[config.mk]
export PLATFORM = sky130hd
export DESIGN_NAME = date_add_days_top
export DESIGN_NICKNAME = d
export VERILOG_FILES = /design/src/dad_pkg.sv /design/src/dad_front.sv /design/src/dad_queue.sv /design/src/dad_back.sv /design/src/date_add_days_top.sv
export SDC_FILE = /design/constraint.sdc
export NUM_CORES = 1
export LEC_CHECK = 0
export BUFFER_PORTS_ARGS = -buffer_cell sky130_fd_sc_hd__buf_2
export CAP_MARGIN = 15
export CORE_AREA = 2 2 162 164
export DETAILED_ROUTE_END_ITERATION = 8
export DIE_AREA = 0 0 164 166
export GPL_TIMING_DRIVEN = 1
export PLACE_DENSITY = 0.75
export SKIP_CTS_REPAIR_TIMING = 1
export SLEW_MARGIN = 15
export SYNTH_ARGS = -nofsm -noshare
export SYNTH_HDL_FRONTEND = slang
export SYNTH_SLANG_ARGS = --single-unit
[constraint.sdc]
create_clock -name clk -period 11.2 [get_ports clk]
set_clock_uncertainty 0.1 [all_clocks]
set_input_delay 1.12 -clock clk [delete_from_list [all_inputs] [get_ports clk]]
set_output_delay 1.12 -clock clk [all_outputs]
set_load 0.1 [all_outputs]
[src/dad_pkg.sv]
// Package for the date adder: widths, status codes, the queued job word
// and the calendar helper functions. No dependencies.
package dad_pkg;

    localparam int OFFSET_BITS = 16;
    localparam int YEAR_W = 14;
    localparam int MONTH_W = 4;
    localparam int SDAY_W = 6;
    localparam int DAY_W = 5;
    localparam int OFFSET_W = 16;
    localparam int CENT_W = 8;
    localparam int MOD100_W = 7;

    localparam logic [YEAR_W-1:0] YEAR_MAX = 14'd9999;
    localparam logic [MONTH_W-1:0] MONTH_JAN = 4'd1;
    localparam logic [MONTH_W-1:0] MONTH_FEB = 4'd2;
    localparam logic [MONTH_W-1:0] MONTH_DEC = 4'd12;
    localparam logic [MOD100_W-1:0] MOD100_LAST = 7'd99;

    // Reciprocal of 100: (y * DIV100_MUL) >> DIV100_SHIFT is exact for 14-bit years.
    localparam int DIV100_MUL = 5243;
    localparam int DIV100_SHIFT = 19;
    localparam int PROD_W = YEAR_W + 13;

    localparam int Q_DEPTH = 2;
    localparam int Q_PTR_W = $clog2(Q_DEPTH);
    localparam int Q_CNT_W = $clog2(Q_DEPTH + 1);

    typedef enum logic [1:0] {
        ST_OK       = 2'd0,
        ST_BAD_DATE = 2'd1,
        ST_OVERFLOW = 2'd2
    } status_t;

    typedef struct packed {
        status_t                status;
        logic [YEAR_W-1:0]      year;
        logic [MONTH_W-1:0]     month;
        logic [DAY_W-1:0]       day;
        logic [OFFSET_BITS-1:0] rem;
        logic [MOD100_W-1:0]    yr_mod100;
        logic [1:0]             cent_mod4;
    } job_t;

    function automatic logic is_leap(logic [MOD100_W-1:0] yr_mod100, logic [1:0] cent_mod4);
        return (yr_mod100[1:0] == 2'b00) && ((yr_mod100 != '0) || (cent_mod4 == 2'b00));
    endfunction

    function automatic logic [DAY_W-1:0] month_len(logic [MONTH_W-1:0] month, logic leap);
        logic [DAY_W-1:0] len;
        case (month)
            4'd1, 4'd3, 4'd5, 4'd7, 4'd8, 4'd10, 4'd12: len = 5'd31;
            4'd4, 4'd6, 4'd9, 4'd11:                    len = 5'd30;
            MONTH_FEB:                                  len = leap ? 5'd29 : 5'd28;
            default:                                    len = 5'd0;
        endcase
        return len;
    endfunction

endpackage

[src/dad_front.sv]
// Front end of the date adder: takes input words, validates the start date
// and prepares the leap-year counters. Depends on dad_pkg.
module dad_front (
    input  logic                       clk,
    input  logic                       rst_n,
    input  logic                       push,
    output logic                       full,
    input  logic [13:0]                start_year,
    input  logic [3:0]                 start_month,
    input  logic [5:0]                 start_day,
    input  logic [15:0]                day_offset,
    output logic                       job_push,
    output dad_pkg::job_t              job,
    input  logic                       job_full
);
    import dad_pkg::*;

    logic                   s1_valid_reg;
    logic [YEAR_W-1:0]      s1_year_reg;
    logic [MONTH_W-1:0]     s1_month_reg;
    logic [SDAY_W-1:0]      s1_day_reg;
    logic [OFFSET_BITS-1:0] s1_off_reg;
    logic [CENT_W-1:0]      s1_cent_reg;
    logic                   s2_valid_reg;
    job_t                   s2_job_reg;

    logic [PROD_W-1:0]      prod;
    logic [YEAR_W:0]        cent_x100;
    logic [MOD100_W-1:0]    yr_mod100;
    logic                   leap;
    logic [DAY_W-1:0]       len;
    logic                   bad;
    logic                   s2_free;
    logic                   s1_free;
    logic                   accept;
    logic                   s1_move;
    job_t                   job_next;

    assign prod = PROD_W'(start_year) * PROD_W'(DIV100_MUL);

    assign s2_free = !s2_valid_reg || !job_full;
    assign s1_free = !s1_valid_reg || s2_free;
    assign s1_move = s1_valid_reg && s2_free;
    assign full    = !s1_free;
    assign accept  = push && s1_free;

    always_comb
    begin
        cent_x100 = ((YEAR_W + 1)'(s1_cent_reg) << 6) + ((YEAR_W + 1)'(s1_cent_reg) << 5)
                  + ((YEAR_W + 1)'(s1_cent_reg) << 2);
        yr_mod100 = MOD100_W'((YEAR_W + 1)'(s1_year_reg) - cent_x100);
        leap      = is_leap(yr_mod100, s1_cent_reg[1:0]);
        len       = month_len(s1_month_reg, leap);
        bad       = (len == '0) || (s1_day_reg == '0) || (s1_day_reg > SDAY_W'(len));

        job_next           = '0;
        job_next.year      = s1_year_reg;
        job_next.month     = s1_month_reg;
        job_next.day       = DAY_W'(s1_day_reg);
        job_next.rem       = s1_off_reg;
        job_next.yr_mod100 = yr_mod100;
        job_next.cent_mod4 = s1_cent_reg[1:0];
        if (bad)
        begin
            job_next.status = ST_BAD_DATE;
        end
        else if (s1_year_reg > YEAR_MAX)
        begin
            job_next.status = ST_OVERFLOW;
        end
        else
        begin
            job_next.status = ST_OK;
        end
    end

    always_ff @(posedge clk or negedge rst_n)
    begin
        if (!rst_n)
        begin
            s1_valid_reg <= 1'b0;
            s2_valid_reg <= 1'b0;
        end
        else
        begin
            if (s1_free)
            begin
                s1_valid_reg <= push;
            end
            if (s2_free)
            begin
                s2_valid_reg <= s1_valid_reg;
            end
        end
    end

    always_ff @(posedge clk)
    begin
        if (accept)
        begin
            s1_year_reg  <= start_year;
            s1_month_reg <= start_month;
            s1_day_reg   <= start_day;
            s1_off_reg   <= day_offset[OFFSET_BITS-1:0];
            s1_cent_reg  <= prod[DIV100_SHIFT +: CENT_W];
        end
        if (s1_move)
        begin
            s2_job_reg <= job_next;
        end
    end

    assign job_push = s2_valid_reg && !job_full;
    assign job      = s2_job_reg;

endmodule

[src/dad_queue.sv]
// Short job queue between the front end and the month stepper.
// Depends on dad_pkg.
module dad_queue (
    input  logic          clk,
    input  logic          rst_n,
    input  logic          wr_en,
    input  dad_pkg::job_t wr_data,
    output logic          full,
    input  logic          rd_en,
    output dad_pkg::job_t rd_data,
    output logic          empty
);
    import dad_pkg::*;

    job_t               mem [Q_DEPTH];
    logic [Q_PTR_W-1:0] wr_ptr_reg;
    logic [Q_PTR_W-1:0] rd_ptr_reg;
    logic [Q_CNT_W-1:0] count_reg;
    logic               do_wr;
    logic               do_rd;

    assign full    = (count_reg == Q_CNT_W'(Q_DEPTH));
    assign empty   = (count_reg == '0);
    assign do_wr   = wr_en && !full;
    assign do_rd   = rd_en && !empty;
    assign rd_data = mem[rd_ptr_reg];

    always_ff @(posedge clk or negedge rst_n)
    begin
        if (!rst_n)
        begin
            wr_ptr_reg <= '0;
            rd_ptr_reg <= '0;
            count_reg  <= '0;
        end
        else
        begin
            if (do_wr)
            begin
                wr_ptr_reg <= (wr_ptr_reg == Q_PTR_W'(Q_DEPTH - 1)) ? '0 : wr_ptr_reg + 1'b1;
            end
            if (do_rd)
            begin
                rd_ptr_reg <= (rd_ptr_reg == Q_PTR_W'(Q_DEPTH - 1)) ? '0 : rd_ptr_reg + 1'b1;
            end
            if (do_wr && !do_rd)
            begin
                count_reg <= count_reg + 1'b1;
            end
            else if (do_rd && !do_wr)
            begin
                count_reg <= count_reg - 1'b1;
            end
        end
    end

    always_ff @(posedge clk)
    begin
        if (do_wr)
        begin
            mem[wr_ptr_reg] <= wr_data;
        end
    end

endmodule

[src/dad_back.sv]
// Back end of the date adder: steps the date one month per cycle and holds
// the finished word in the output register. Depends on dad_pkg.
module dad_back (
    input  logic          clk,
    input  logic          rst_n,
    input  logic          job_empty,
    input  dad_pkg::job_t job,
    output logic          job_pop,
    output logic          empty,
    input  logic          pop,
    output logic [1:0]    status,
    output logic [13:0]   result_year,
    output logic [3:0]    result_month,
    output logic [4:0]    result_day
);
    import dad_pkg::*;

    typedef enum logic [2:0] {
        S_IDLE = 3'b001,
        S_RUN  = 3'b010,
        S_DONE = 3'b100
    } state_t;

    state_t                 state_reg, state_next;
    status_t                status_reg, status_next;
    logic [YEAR_W-1:0]      year_reg, year_next;
    logic [MONTH_W-1:0]     month_reg, month_next;
    logic [DAY_W-1:0]       day_reg, day_next;
    logic [OFFSET_BITS-1:0] rem_reg, rem_next;
    logic [MOD100_W-1:0]    mod100_reg, mod100_next;
    logic [1:0]             cent4_reg, cent4_next;
    logic                   out_valid_reg, out_valid_next;
    status_t                out_status_reg;
    logic [YEAR_W-1:0]      out_year_reg;
    logic [MONTH_W-1:0]     out_month_reg;
    logic [DAY_W-1:0]       out_day_reg;

    logic [DAY_W-1:0]       len;
    logic [DAY_W-1:0]       room;
    logic                   fits;
    logic                   out_free;
    logic                   load_out;

    assign len      = month_len(month_reg, is_leap(mod100_reg, cent4_reg));
    assign room     = len - day_reg;
    assign fits     = rem_reg <= OFFSET_BITS'(room);
    assign out_free = !out_valid_reg || pop;

    always_comb
    begin
        state_next  = state_reg;
        status_next = status_reg;
        year_next   = year_reg;
        month_next  = month_reg;
        day_next    = day_reg;
        rem_next    = rem_reg;
        mod100_next = mod100_reg;
        cent4_next  = cent4_reg;
        job_pop     = 1'b0;
        load_out    = 1'b0;

        case (state_reg)
            S_IDLE:
            begin
                if (!job_empty)
                begin
                    job_pop     = 1'b1;
                    status_next = job.status;
                    year_next   = job.year;
                    month_next  = job.month;
                    day_next    = job.day;
                    rem_next    = job.rem;
                    mod100_next = job.yr_mod100;
                    cent4_next  = job.cent_mod4;
                    state_next  = (job.status == ST_OK) ? S_RUN : S_DONE;
                end
            end
            S_RUN:
            begin
                if (fits)
                begin
                    day_next   = day_reg + rem_reg[DAY_W-1:0];
                    state_next = S_DONE;
                end
                else
                begin
                    rem_next = rem_reg - OFFSET_BITS'(room) - 1'b1;
                    day_next = DAY_W'(1);
                    if (month_reg == MONTH_DEC)
                    begin
                        month_next = MONTH_JAN;
                        if (year_reg == YEAR_MAX)
                        begin
                            status_next = ST_OVERFLOW;
                            state_next  = S_DONE;
                        end
                        else
                        begin
                            year_next = year_reg + 1'b1;
                            if (mod100_reg == MOD100_LAST)
                            begin
                                mod100_next = '0;
                                cent4_next  = cent4_reg + 1'b1;
                            end
                            else
                            begin
                                mod100_next = mod100_reg + 1'b1;
                            end
                        end
                    end
                    else
                    begin
                        month_next = month_reg + 1'b1;
                    end
                end
            end
            S_DONE:
            begin
                if (out_free)
                begin
                    load_out   = 1'b1;
                    state_next = S_IDLE;
                end
            end
            default:
            begin
                state_next = S_IDLE;
            end
        endcase

        out_valid_next = (out_valid_reg && !pop) || load_out;
    end

    always_ff @(posedge clk or negedge rst_n)
    begin
        if (!rst_n)
        begin
            state_reg     <= S_IDLE;
            out_valid_reg <= 1'b0;
        end
        else
        begin
            state_reg     <= state_next;
            out_valid_reg <= out_valid_next;
        end
    end

    always_ff @(posedge clk)
    begin
        status_reg <= status_next;
        year_reg   <= year_next;
        month_reg  <= month_next;
        day_reg    <= day_next;
        rem_reg    <= rem_next;
        mod100_reg <= mod100_next;
        cent4_reg  <= cent4_next;
        if (load_out)
        begin
            out_status_reg <= status_reg;
            if (status_reg == ST_OK)
            begin
                out_year_reg  <= year_reg;
                out_month_reg <= month_reg;
                out_day_reg   <= day_reg;
            end
            else
            begin
                out_year_reg  <= '0;
                out_month_reg <= '0;
                out_day_reg   <= '0;
            end
        end
    end

    assign empty        = !out_valid_reg;
    assign status       = out_status_reg;
    assign result_year  = out_year_reg;
    assign result_month = out_month_reg;
    assign result_day   = out_day_reg;

    a_run_month_valid: assert property (@(posedge clk) disable iff (!rst_n)
        (state_reg == S_RUN) |-> (month_reg >= MONTH_JAN) && (month_reg <= MONTH_DEC))
        else $error("month out of range while stepping");

    a_run_day_in_month: assert property (@(posedge clk) disable iff (!rst_n)
        (state_reg == S_RUN) |-> (day_reg >= DAY_W'(1)) && (day_reg <= len))
        else $error("day outside the current month while stepping");

    a_rem_shrinks: assert property (@(posedge clk) disable iff (!rst_n)
        (state_reg == S_RUN) && !fits |=> rem_reg < $past(rem_reg))
        else $error("remaining offset did not shrink after a month step");

    a_error_zeroes: assert property (@(posedge clk) disable iff (!rst_n)
        out_valid_reg && (out_status_reg != ST_OK) |->
            (out_year_reg == '0) && (out_month_reg == '0) && (out_day_reg == '0))
        else $error("error word carries a nonzero date");

endmodule

[src/date_add_days_top.sv]
// Top level of the Gregorian date adder: front end, job queue and month stepper.
// Depends on dad_pkg, dad_front, dad_queue and dad_back.
//
// The input channel takes a start date and a day offset: a word is accepted on a
// rising edge with push high and full low. The result channel shows the oldest
// finished word while empty is low; it is taken on a rising edge with pop high.
// Each input word gives exactly one result word with a status: ok, invalid start
// date, or year overflow past 9999; the date fields are zero unless status is ok.
// The front end validates a word in its registers s1 and s2 and passes it into a
// two-entry queue, so it keeps accepting while the stepper is busy.
// The stepper advances one calendar month per cycle: a valid item is loaded in
// S_IDLE, stepped in S_RUN once per month crossed and once more to add the last
// days, then waits in S_DONE until the output register is free and is loaded.
// An invalid or out-of-range word skips the month loop and goes to S_DONE.
// A 16-bit offset spans at most about 2200 months; that loop sets the throughput.
// A word passes s1, s2, the queue and the stepper before empty goes low.
// When pop stays low, the finished word holds, the stepper waits, then the queue
// and front end fill and full rises. Reset clears all valid flags and the
// stepper state; no word is in flight afterward.
module date_add_days_top (
    input  logic        clk,
    input  logic        rst_n,
    input  logic        push,
    output logic        full,
    input  logic [13:0] start_year,
    input  logic [3:0]  start_month,
    input  logic [5:0]  start_day,
    input  logic [15:0] day_offset,
    output logic        empty,
    input  logic        pop,
    output logic [1:0]  status,
    output logic [13:0] result_year,
    output logic [3:0]  result_month,
    output logic [4:0]  result_day
);
    import dad_pkg::*;

    logic job_push;
    job_t job_in;
    logic job_full;
    logic job_pop;
    job_t job_out;
    logic job_empty;

    dad_front u_front (
        .clk         (clk),
        .rst_n       (rst_n),
        .push        (push),
        .full        (full),
        .start_year  (start_year),
        .start_month (start_month),
        .start_day   (start_day),
        .day_offset  (day_offset),
        .job_push    (job_push),
        .job         (job_in),
        .job_full    (job_full)
    );

    dad_queue u_queue (
        .clk     (clk),
        .rst_n   (rst_n),
        .wr_en   (job_push),
        .wr_data (job_in),
        .full    (job_full),
        .rd_en   (job_pop),
        .rd_data (job_out),
        .empty   (job_empty)
    );

    dad_back u_back (
        .clk          (clk),
        .rst_n        (rst_n),
        .job_empty    (job_empty),
        .job          (job_out),
        .job_pop      (job_pop),
        .empty        (empty),
        .pop          (pop),
        .status       (status),
        .result_year  (result_year),
        .result_month (result_month),
        .result_day   (result_day)
    );

endmodule
=== Yosys cells after proc, flatten, opt, wreduce, memory -nomap -nowiden ===
Memories as Yosys holds them, arrays and structs flattened.
Cells that the tools add are included.
W data, S select, Z words.

* $add $sub $neg: 15
* $mul: 1
* Div/mod/pow operators: 0
* Order comparisons: 3
* Equality and inequality tests: 39
* Shift-type cells: 0
* Multiplexer cells: 54
* Bitwise logic cells: 0
* Reductions and logical operators: 50

{| class="wikitable"
|+ Operators with widths
! cell !! number
|-
| $mux W14 || 4
|-
| $eq A4 B4 Y1 const B || 10
|-
| $mux W7 || 5
|-
| $eq A4 B3 Y1 const B || 8
|-
| $mux W16 || 2
|-
| $pmux W16 S2 || 1
|-
| $pmux W5 S3 || 2
|-
| $pmux W14 S2 || 1
|-
| $mul A14 B13 Y24 const B || 1
|-
| $mux W2 || 12
|-
| $mux W3 || 6
|-
| $eq A4 B2 Y1 const B || 4
|-
| $le A16 B5 Y1 || 1
|-
| $sub A16 B1 Y16 const B || 1
|-
| $sub A16 B5 Y16 || 1
|-
| $add A14 B1 Y14 const B || 1
|-
| $add A7 B7 Y7 || 2
|-
| $eq A14 B14 Y1 const B || 1
|-
| $gt A14 B14 Y1 const B || 1
|-
| $logic_not A2 Y1 || 7
|-
| $pmux W7 S2 || 1
|-
| $reduce_bool A7 Y1 || 2
|-
| $reduce_or A7 Y1 || 2
|-
| $mux W4 || 3
|-
| 36 further kinds || 83
|}

* Register bits: 180
* Latch bits: 0
* RAM bits: 100
* Bits in read-only memories: 0
* Logic and storage cells: 193
* Memories: 1

{| class="wikitable"
|+ Memory list
! memory !! words !! width !! rd ports !! clocked after Yosys merged registers in !! wr ports !! RTL line !! RTL
|-
| u_queue.mem || 2 || 50 || 1 || 0 || 1 || dad_queue.sv:15 || <nowiki>job_t mem [Q_DEPTH];</nowiki>
|}

=== Depth between registers and ports, before layout ===
Gate-level depths: netlist of run 1.

* Depth in word-level cells: 11
* Mapped depth: 20
* Gate-level depth less buffers: 19

=== Hierarchy ===
A second synthesis of run 1 with hierarchy kept.

* Cells, all modules: 1098
* Area, all modules: 15067.0 µm²

{| class="wikitable"
|+ Modules (own cells, without submodules)
! module !! instances !! cells an instance !! area each (µm²) !! sequential area each (µm²)
|-
| dad_front || 1 || 490 || 6502.5 || 2842.7
|-
| dad_back || 1 || 433 || 4506.8 || 2353.5
|-
| dad_queue || 1 || 175 || 4057.6 || 3103.0
|}

=== Least setup slack after synthesis of run 1 ===
OpenSTA, ideal clock, no wires.

* Kind: register to register
* Start point: register u_back.cent4_reg[0]
* End point: register u_back.mod100_reg[0] (enable)
* Arrival: 4.701 ns
* Data required time: 10.672 ns
* Path slack: 5.971 ns
* Stages on the path, launching flop included: 21
* Path buffers: 2
* Clock period less this slack: 5.229 ns
* Path through: edfxtp_1 > inv_1 > ha_1 > nor3_1 > nand2_1 > a21oi_1 > o221a_2 > ha_1 > inv_1 > fa_1 > a21o_1 > a21oi_1 > xor2_1 > xnor2_1 > ha_1 > clkbuf_1 > o22ai_1 > a21oi_1 > nor4_2 > clkbuf_8 > o21ai_0

* Cells in the longest elaborated chain, start to end: 9

{| class="wikitable"
|+ Ends and longest elaborated chain
! what !! RTL line !! RTL
|-
| from (decl) || dad_back.sv:31 || <nowiki>logic [1:0] cent4_reg, cent4_next;</nowiki>
|-
| from (signal assigned) || dad_back.sv:156 || <nowiki>cent4_reg <= cent4_next;</nowiki>
|-
| $logic_not A2 Y1 || dad_pkg.sv:46 || <nowiki>return (yr_mod100[1:0] == 2'b00) && ((yr_mod100 != '0) || (cent_mod4 == 2'b00));</nowiki>
|-
| $logic_or A1 B1 Y1 || dad_pkg.sv:46 ||
|-
| $logic_and A1 B1 Y1 || dad_pkg.sv:46 ||
|-
| $mux W1 || dad_pkg.sv:54 || <nowiki>MONTH_FEB: len = leap ? 5'd29 : 5'd28;</nowiki>
|-
| $pmux W5 S3 || dad_pkg.sv:51 || <nowiki>case (month)</nowiki>
|-
| $sub A5 B5 Y5 || dad_back.sv:45 || <nowiki>assign room = len - day_reg;</nowiki>
|-
| $le A16 B5 Y1 || dad_back.sv:46 || <nowiki>assign fits = rem_reg <= OFFSET_BITS'(room);</nowiki>
|-
| $ne A2 B2 Y1 (no line) || -- ||
|-
| $reduce_and A5 Y1 (no line) || -- ||
|-
| to (signal assigned) || dad_back.sv:155 || <nowiki>mod100_reg <= mod100_next;</nowiki>
|-
| to (decl) || dad_back.sv:30 || <nowiki>logic [MOD100_W-1:0] mod100_reg, mod100_next;</nowiki>
|}

Every way passes these cells.
A chain may end at the register's enable or synchronous reset.

=== Final worst setup path of run 1 ===
* Start point: input start_year[8]
* End point: register u_front.s1_cent_reg[4], data pin

* Cells in the longest elaborated chain, start to end: 1

{| class="wikitable"
|+ Ends and longest elaborated chain
! what !! RTL line !! RTL
|-
| from (decl) || date_add_days_top.sv:25 || <nowiki>input logic [13:0] start_year,</nowiki>
|-
| $mul A14 B13 Y24 || dad_front.sv:39 || <nowiki>assign prod = PROD_W'(start_year) * PROD_W'(DIV100_MUL);</nowiki>
|-
| named net u_front.prod[23] || dad_front.sv:27 || <nowiki>logic [PROD_W-1:0] prod;</nowiki>
|-
| to (signal assigned) || dad_front.sv:105 || <nowiki>s1_cent_reg <= prod[DIV100_SHIFT +: CENT_W];</nowiki>
|-
| to (decl) || dad_front.sv:23 || <nowiki>logic [CENT_W-1:0] s1_cent_reg;</nowiki>
|}

The timed path passes the listed nets, and every way through them passes these cells.

==> results.sh, run 1 <==
export IMPL_cts_root_buf="clkbuf_16"
export IMPL_powerDensity_nw_per_um2=321.5
export IMPL_ios=71
export IMPL_internal_power_mw=3.168
export IMPL_path_cells="buf_2 -> ha_1 -> inv_1 -> fa_1 -> inv_1 -> fa_1 -> inv_1 -> fa_1 -> fa_1 -> inv_1 -> ha_1 -> a21oi_1 -> a21boi_0 -> a211o_1 -> a21oi_1 -> o21ai_0 -> xnor2_1"
export IMPL_synth_seq_cells=274
export IMPL_cp_start_kind="primary input"
export IMPL_layout_drive_gt1_share=0.1279
export IMPL_status="finished, final reports clean"
export IMPL_cts_buffer_depth=3
export IMPL_nNetsFinal=1383
export IMPL_switching_share=0.3922
export IMPL_ir_drop_mv=0.2300
export IMPL_registers_top_by_ff_count="u_queue.mem"
export IMPL_seqPwrFrac=0.358
export IMPL_syn_area_sq_um=14540
export IMPL_syn_num_nets=1297
export IMPL_cts_sinks=274
export IMPL_wirelength_microns=24650
export IMPL_cts_buffers=28
export IMPL_max_freq_ghz=0.1933
export IMPL_ys_warn_count=0
export IMPL_drv_slew=0
export IMPL_drtIter0Drc=518
export IMPL_dp_hpwl_microns=17820
export IMPL_portBuffers=70
export IMPL_syn_avg_cell_area_sq_um=13.65
export IMPL_period_needed_ps=5172
export IMPL_num_fill_cells=1913
export IMPL_final_common_cell="edfxtp_1"
export IMPL_clock_latency_ps=550
export IMPL_hold_ws_ps=315.5
export IMPL_path_class="primary input to flop"
export IMPL_ctsHtreeMaxLevel=1
export IMPL_final_area_sq_um=16210
export IMPL_worstHoldPathType="primary input to asynchronous set/reset pin"
export IMPL_synth_yosys_seq_area_share=0.5627
export IMPL_arrival_ps=5340
export IMPL_wire_per_inst_microns=16.34
export IMPL_slowest_stage="fa_1"
export IMPL_vias_per_cell=5.361
export IMPL_area_growth_pct=11.53
export IMPL_syn_inst=1065
export IMPL_dieHeight_microns=166
export IMPL_place_area_sq_um=15260
export IMPL_power_switching_mw=2.044
export IMPL_synth_edf_count=264
export IMPL_finalSetupViolCount=0
export IMPL_drc=0
export IMPL_crit_fanout=7
export IMPL_initial_core_util=0.5674
export IMPL_min_period_over_period=0.4618
export IMPL_critPathTopFamily="adder cells"
export IMPL_grt_total_usage=0.1891
export IMPL_rsz0062_at_grt="false"
export IMPL_place_congestion=0.8725
export IMPL_ys_async_sr_fraction=0.03650
export IMPL_end_kind="flop"
export IMPL_largest_reg_flops=96
export IMPL_p_leak_nw=6.577
export IMPL_dp_cells=1456
export IMPL_slew_headroom=0.2535
export IMPL_grt_pass1_wl_microns=41280
export IMPL_setup_tns_final_ps=0
export IMPL_num_vias=8085
export IMPL_final_cells=1508
export IMPL_fp_dieW_microns=164
export IMPL_cts_tree="built"
export IMPL_worst_pin_slew_ps=1120
export IMPL_ant_nets=0
export IMPL_coreArea_sq_um=25620
export IMPL_cp_data_required_time_ps=11370
export IMPL_grt_ovfl_total=0
export IMPL_dr_pass1_iters=7
export IMPL_cp_num_buf_inv=5
export IMPL_fp_row_count=59
export IMPL_drv_cap=0
export IMPL_p_total_mw=5.212
export IMPL_grt_pass1_vias=8246
export IMPL_grt_start_max_net_pins=86
export IMPL_dieArea_sq_um=27220
export IMPL_num_antenna_cells=0
export IMPL_clkPwrFrac=0.180
export IMPL_synth_cell_types=63
export IMPL_ys_flop_type="edfxtp_1"
export IMPL_slowest_delay_ps=550
export IMPL_clkTransAtPathRegs_ps=60
export IMPL_hold_violations=0
export IMPL_grt_antenna_before_repair=0
export IMPL_layout_common_cells="264 x edfxtp_1, 147 x inv_1, 123 x ha_1, 70 x buf_2, 65 x fa_1"
export IMPL_p_comb_frac=0.462
-- cell families after synthesis --
family          Yosys count  share of synthesized area
flops                   274                     0.5627
simple gates            195                    0.07196
fa+ha+maj               188                     0.1954
buf+inv                 170                    0.04700
compound gates          141                    0.06129
xor+xnor                 60                    0.03615
mux                      37                    0.02548
-- layout make-up --
class                      instances  area [sq um]  area share
tap                              335         419.2     0.02585
timing repair buffer              78         410.4     0.02531
clock buffer                      30         708.2     0.04368
multi-input combinational        621          5693      0.3512
clock inverter                    22         245.2     0.01513
sequential                       274          8180      0.5046
inverter                         148         555.5     0.03427
-- power by group through the flow --
stage / Combinational [mW] / Clock, mW / Sequential (mW)
after global routing: 2.70 / 0.998 / 1.91
after global placement: 2.31 / 0 / 1.86
after CTS: 2.41 / 0.957 / 1.87
after floorplan: 1.75 / 0 / 1.95
after detailed placement: 2.38 / 0 / 1.88
final: 2.41 / 0.940 / 1.86
-- per-stage QoR --
step	util	setup WS, ps
finish	0.6329	6028
global route	0.6329	5797
CTS	0.6328	6023
detailed placement	0.5956	5468
global placement	0.5956	5642
floorplan	-	5971
-- synthesized netlist by cell type, types with 3 or more instances --
cell        n  area share
edfxtp_1  264        0.55
dfrtp_1     9       0.015
a31o_2      4      0.0024
and2_1     18      0.0077
nor2b_1    19      0.0082
mux2i_1    37       0.025
ha_1      123        0.11
nor2_1     30      0.0077
nand4_1    10      0.0043
o21a_1      8      0.0041
nand2_1    49       0.013
nand3_1    16      0.0055
a211oi_1   15      0.0077
o41ai_1     3      0.0018
o211ai_1    7      0.0036
xnor2_1    46       0.028
a21o_1      6      0.0031
a21oi_1    41       0.014
nand3b_1    3      0.0015
inv_1     147       0.038
o22ai_1    10      0.0043
fa_1       65       0.090
o21ai_0    31       0.011
xor2_1     14      0.0084
nor3_1     15      0.0052
clkbuf_1    8      0.0021
buf_2       8      0.0028
and3_1      5      0.0022
nand2b_1    7      0.0030
nor4_1      5      0.0022
-- layer usage --
metal  track usage  share of wire  up-vias
li1              -              -     3964
met1        0.2790           0.47     3943
met2        0.3064           0.48      139
met3       0.01873          0.032       39
met4       0.04539          0.022        0
met5             0              0        -
-- final timing paths --
path	from	end	slack [ps]	cells after the start
max	start_year[8]	u_front.s1_cent_reg[4]	6030	17
min	rst_n	u_queue.count_reg[0]	320	1
max reg2reg	u_back.month_reg[0]	u_back.rem_reg[6]	6260	17
min reg2reg	u_front.s1_off_reg[8]	u_front.job[17]	320	0
max in group asynchronous	rst_n	u_back.state_reg[0]	10420	1
min in group clk	u_front.s1_off_reg[8]	u_front.job[17]	320	0
Power figures use the tool's default switching activity.
==> run 2, diff against run 1 <==
--- a/config.mk
+++ b/config.mk
@@ -7,11 +7,11 @@
 export LEC_CHECK = 0
 export BUFFER_PORTS_ARGS = -buffer_cell sky130_fd_sc_hd__buf_2
 export CAP_MARGIN = 15
-export CORE_AREA = 2 2 162 164
+export CORE_AREA = 2 2 165 167
 export DETAILED_ROUTE_END_ITERATION = 8
-export DIE_AREA = 0 0 164 166
+export DIE_AREA = 0 0 167 169
 export GPL_TIMING_DRIVEN = 1
-export PLACE_DENSITY = 0.75
+export PLACE_DENSITY = 0.76
 export SKIP_CTS_REPAIR_TIMING = 1
 export SLEW_MARGIN = 15
 export SYNTH_ARGS = -nofsm -noshare
==> constraint.sdc (replaced) <==
create_clock -name clk -period 4.16 [get_ports clk]
set_clock_uncertainty 0.1 [all_clocks]
set_input_delay 0.416 -clock clk [delete_from_list [all_inputs] [get_ports clk]]
set_output_delay 0.416 -clock clk [all_outputs]
set_load 0.1 [all_outputs]
==> results.sh, run 2 (same netlist as run 1, synthesis figures left out) <==
export IMPL_status="finished, final reports clean"
export IMPL_cp_data_required_time_ps=4320
export IMPL_grt_total_usage=0.1898
export IMPL_cts_sinks=274
export IMPL_worstHoldPathType="primary input to flop"
export IMPL_wire_per_inst_microns=16.76
export IMPL_drtIter0Drc=687
export IMPL_cts_tree="built"
export IMPL_nNetsFinal=1478
export IMPL_num_antenna_cells=0
export IMPL_dieArea_sq_um=28220
export IMPL_slew_headroom=0.2570
export IMPL_final_util=0.6496
export IMPL_clock_latency_ps=540
export IMPL_final_area_sq_um=17210
export IMPL_period_needed_ps=4111
export IMPL_dieHeight_microns=169
export IMPL_wirelength_microns=26960
export IMPL_grt_start_max_net_pins=49
export IMPL_finalWorstSetupSlack_ps=48.72
export IMPL_registers_top_by_ff_count="u_queue.mem"
export IMPL_layout_drive_gt1_share=0.1877
export IMPL_rsz0062_at_grt="true"
export IMPL_dp_hpwl_microns=19330
export IMPL_path_class="flop to flop"
export IMPL_ant_nets=0
export IMPL_max_freq_ghz=0.2432
export IMPL_worst_pin_slew_ps=1115
export IMPL_pre_cts_slack_ps=-422.0
export IMPL_num_vias=8518
export IMPL_drc=0
export IMPL_end_kind="flop"
export IMPL_hold_ws_ps=80.82
export IMPL_cts_buffers=28
export IMPL_drv_cap=0
export IMPL_p_leak_nw=7.064
export IMPL_portBuffers=70
export IMPL_grt_antenna_before_repair=0
export IMPL_final_common_cell="edfxtp_1"
export IMPL_finalSetupViolCount=0
export IMPL_crit_fanout=8
export IMPL_largest_reg_flops=96
export IMPL_fp_row_count=60
export IMPL_layout_common_cells="264 x edfxtp_1, 144 x inv_1, 116 x ha_1, 70 x buf_2, 69 x buf_4"
export IMPL_ios=71
export IMPL_multi_input_comb_area_sq_um=5869
export IMPL_regArea_sq_um=8180
export IMPL_dp_cells=1523
export IMPL_final_cells=1609
export IMPL_fp_dieW_microns=167
export IMPL_place_area_sq_um=15830
export IMPL_place_congestion=0.9389
export IMPL_cts_buffer_depth=3
export IMPL_cp_start_kind="flop"
export IMPL_min_period_over_period=0.9883
export IMPL_drv_slew=0
export IMPL_ctsHtreeMaxLevel=1
export IMPL_clkTransAtPathRegs_ps=60
export IMPL_rrSetupSlack_ps=50
export IMPL_num_fill_cells=1916
export IMPL_grt_pass1_wl_microns=43210
export IMPL_dr_pass1_iters=5
export IMPL_arrival_ps=4270
export IMPL_initial_core_util=0.5485
export IMPL_ir_drop_mv=0.8379
export IMPL_p_total_mw=14.98
export IMPL_cts_root_buf="clkbuf_16"
export IMPL_coreArea_sq_um=26500
export IMPL_grt_pass1_vias=8651
export IMPL_powerDensity_nw_per_um2=870.2
export IMPL_area_growth_pct=18.43
export IMPL_vias_per_cell=5.294
export IMPL_setup_tns_final_ps=0
export IMPL_hold_violations=0
export IMPL_grt_ovfl_total=0
[run 2: changes by cell type in the layout (fill, tap and decap cells not counted), sizes merged]
cell,before,now
bufinv,4,1
buf,78,143
dlygate4sd3,0,28
clkbuf,30,45
clkinvlp,5,0
clkinv,12,8
inv,149,148
[run 2: power by group]
| part | switching, mW | internal [mW] | total, mW |
|---|---|---|---|
| sequential | 0.616 | 4.47 | 5.09 |
| combinational | 4.23 | 3.22 | 7.45 |
| clock | 0.993 | 1.44 | 2.44 |
| total | 5.84 | 9.14 | 15.0 |
[run 2: routing by layer]
| metal | up-vias | global-route usage | part of all wire |
|---|---|---|---|
| met4 | 0 | 0.04798 | 0.022 |
| li1 | 4151 | - | - |
| met5 | - | 0 | 0 |
| met1 | 4133 | 0.2621 | 0.44 |
| met2 | 186 | 0.3196 | 0.49 |
| met3 | 48 | 0.02852 | 0.044 |
[run 2: cell type report]
cell class / instances / area share
clock inverters: 9 / 0.004288
clock buffers: 43 / 0.04870
flip-flops and latches: 274 / 0.4752
inverters: 148 / 0.03227
multi-input cells: 621 / 0.3410
well taps: 341 / 0.02479
repair buffers: 173 / 0.07378
[run 2: path summary, 6_finish.rpt]
kind                                             start              endpoint  depth (start not counted)
worst min register to register  u_front.s1_off_reg[11]       u_front.job[20]                          0
max in group asynchronous                        rst_n   u_back.state_reg[0]                          2
worst max register to register     u_back.cent4_reg[0]     u_back.rem_reg[1]                         21
min in group asynchronous                        rst_n    u_queue.wr_ptr_reg                          2
worst max-delay path               u_back.cent4_reg[0]     u_back.rem_reg[1]                         21
worst min-delay path                               pop  u_back.out_valid_reg                          3
[run 2: worst max-delay path: stages, from the launching register on]
cell,delay [ps]
edfxtp_1,360
inv_1,50
ha_2,170
nor3_2,140
nand2_1,100
a21oi_2,150
o221a_2,240
ha_4,130
inv_2,40
fa_2,350
a21o_1,170
a21oi_2,160
xor2_2,190
xnor2_2,120
ha_1,370
nand2_2,90
o22ai_2,60
a21oi_2,160
nor4_4,80
buf_12,140
a21boi_4,230
clkbuf_16,220
==> run 3, diff against run 2 <==
--- a/config.mk
+++ b/config.mk
@@ -5,13 +5,13 @@
 export SDC_FILE = /design/constraint.sdc
 export NUM_CORES = 1
 export LEC_CHECK = 0
-export BUFFER_PORTS_ARGS = -buffer_cell sky130_fd_sc_hd__buf_2
 export CAP_MARGIN = 15
-export CORE_AREA = 2 2 165 167
+export CORE_AREA = 2 2 162 164
 export DETAILED_ROUTE_END_ITERATION = 8
-export DIE_AREA = 0 0 167 169
+export DIE_AREA = 0 0 164 166
+export DONT_BUFFER_PORTS = 1
 export GPL_TIMING_DRIVEN = 1
-export PLACE_DENSITY = 0.76
+export PLACE_DENSITY = 0.75
 export SKIP_CTS_REPAIR_TIMING = 1
 export SLEW_MARGIN = 15
 export SYNTH_ARGS = -nofsm -noshare
==> results.sh, run 3 (same netlist as run 1, synthesis figures left out) <==
export IMPL_status="finished, violations left"
export IMPL_violations="setup timing"
export IMPL_final_cells=1518
export IMPL_grt_antenna_before_repair=0
export IMPL_arrival_ps=4350
export IMPL_clock_latency_ps=540
export IMPL_slew_headroom=0.3043
export IMPL_grt_ovfl_total=0
export IMPL_ctsHtreeMaxLevel=1
export IMPL_ant_nets=0
export IMPL_drc=0
export IMPL_grt_pass1_vias=8203
export IMPL_layout_common_cells="264 x edfxtp_1, 144 x inv_1, 117 x ha_1, 64 x fa_1, 49 x nand2_1"
export IMPL_drv_slew=0
export IMPL_max_freq_ghz=0.2385
export IMPL_grt_start_max_net_pins=37
export IMPL_worstHoldPathType="primary input to flop"
export IMPL_end_kind="flop"
export IMPL_powerDensity_nw_per_um2=883.8
export IMPL_finalSetupViolCount=20
export IMPL_cts_buffers=28
export IMPL_min_period_over_period=1.008
export IMPL_path_class="flop to flop"
export IMPL_dieArea_sq_um=27220
export IMPL_place_area_sq_um=15280
export IMPL_final_area_sq_um=16760
export IMPL_crit_fanout=8
export IMPL_layout_drive_gt1_share=0.1209
export IMPL_dp_hpwl_microns=18790
export IMPL_startpoint="u_back.cent4_reg[0]"
export IMPL_clkTransAtPathRegs_ps=60
export IMPL_ios=71
export IMPL_num_fill_cells=1800
export IMPL_ir_drop_mv=0.6180
export IMPL_cts_buffer_depth=3
export IMPL_rsz0062_at_grt="true"
export IMPL_num_antenna_cells=0
export IMPL_p_total_mw=14.82
export IMPL_drtIter0Drc=636
export IMPL_fp_dieW_microns=164
export IMPL_hold_violations=0
export IMPL_num_vias=8258
export IMPL_worst_pin_slew_ps=1044
export IMPL_grt_total_usage=0.1945
export IMPL_dp_cells=1421
export IMPL_dieHeight_microns=166
export IMPL_drv_cap=0
export IMPL_initial_core_util=0.5674
export IMPL_largest_reg_flops=96
export IMPL_final_common_cell="edfxtp_1"
export IMPL_vias_per_cell=5.440
export IMPL_grt_pass1_wl_microns=42120
export IMPL_cts_root_buf="clkbuf_16"
export IMPL_area_growth_pct=15.34
export IMPL_min_from="pop"
export IMPL_coreArea_sq_um=25620
export IMPL_wirelength_microns=26140
export IMPL_regToRegStartpoint="u_back.cent4_reg[0]"
export IMPL_nNetsFinal=1393
export IMPL_cts_tree="built"
export IMPL_fp_row_count=59
export IMPL_registers_top_by_ff_count="u_queue.mem"
export IMPL_cp_data_required_time_ps=4320
export IMPL_portBuffers=0
export IMPL_cts_sinks=274
export IMPL_cp_start_kind="flop"
export IMPL_place_congestion=0.8727
export IMPL_period_needed_ps=4194
export IMPL_finalWorstSetupSlack_ps=-33.63
export IMPL_pre_cts_slack_ps=-193.6
export IMPL_dr_pass1_iters=5
export IMPL_p_leak_nw=6.700
export IMPL_wire_per_inst_microns=17.22
-- run 3: cell types whose count changed in the layout (fill, tap and decap cells not counted), moves of 5 or more --
cell / previous run / this run
buf_4: 69 / 42
clkinv_2: 3 / 8
clkbuf_1: 8 / 3
dlygate4sd3_1: 28 / 42
buf_2: 70 / 0
clkbuf_8: 6 / 0
-- run 3: metal layers --
metal	share of wire	GRT usage	up-vias
li1	-	-	3984
met2	0.48	0.3149	203
met4	0.017	0.03509	0
met3	0.045	0.03571	37
met5	0	0	-
met1	0.46	0.2805	4034
-- run 3: through the flow --
stage / util / hold slack (ps) / TNS (ps)
CTS: 0.6326 / -547.5 / -9081
detailed placement: 0.5965 / 20.55 / -6972
global route: 0.6545 / 13.58 / -10080
floorplan: - / 20.41 / -9.000
finish: 0.6545 / 11.92 / -381.4
global placement: 0.5965 / 20.58 / -3131
-- run 3: power breakdown --
| part | internal [mW] | total (mW) | switching (mW) |
|---|---|---|---|
| Sequential | 4.47 | 5.40 | 0.931 |
| Combinational | 3.05 | 6.93 | 3.87 |
| Clock | 1.46 | 2.48 | 1.03 |
-- run 3: path summary, 6_finish.rpt --
path | end | slack [ps] | cells after the start
max | u_back.rem_reg[14] | -30 | 21
min | u_back.out_valid_reg | 10 | 2
max reg2reg | u_back.rem_reg[14] | -30 | 21
min reg2reg | u_front.job[16] | 320 | 0
max in group asynchronous | u_back.state_reg[0] | 3450 | 1
min in group asynchronous | u_front.s1_valid_reg | 170 | 1
-- run 3: area by class of cell --
class	count	area, sq um	share of cell area
clock buffers	32	737.0	0.04396
multi-input cells	621	5864	0.3498
clock inverters	20	187.7	0.01119
flip-flops and latches	274	8180	0.4879
repair buffers	88	820.8	0.04896
well taps	335	419.2	0.02500
inverters	148	555.5	0.03314
-- run 3: worst max-delay path, stage by stage (launching register included) --
cell and delay, ps:
edfxtp_1 350, inv_1 50, ha_2 170, nor3_2 170, nand2_1 110, a21oi_2 170
o221a_2 230, ha_4 120, inv_2 40, fa_2 360, a21o_1 180, a21oi_2 130
xor2_1 190, xnor2_1 200, ha_1 320, nand2_1 70, o22ai_1 90, a21oi_2 190
nor4_4 80, buf_12 150, a21boi_4 240, clkbuf_16 210
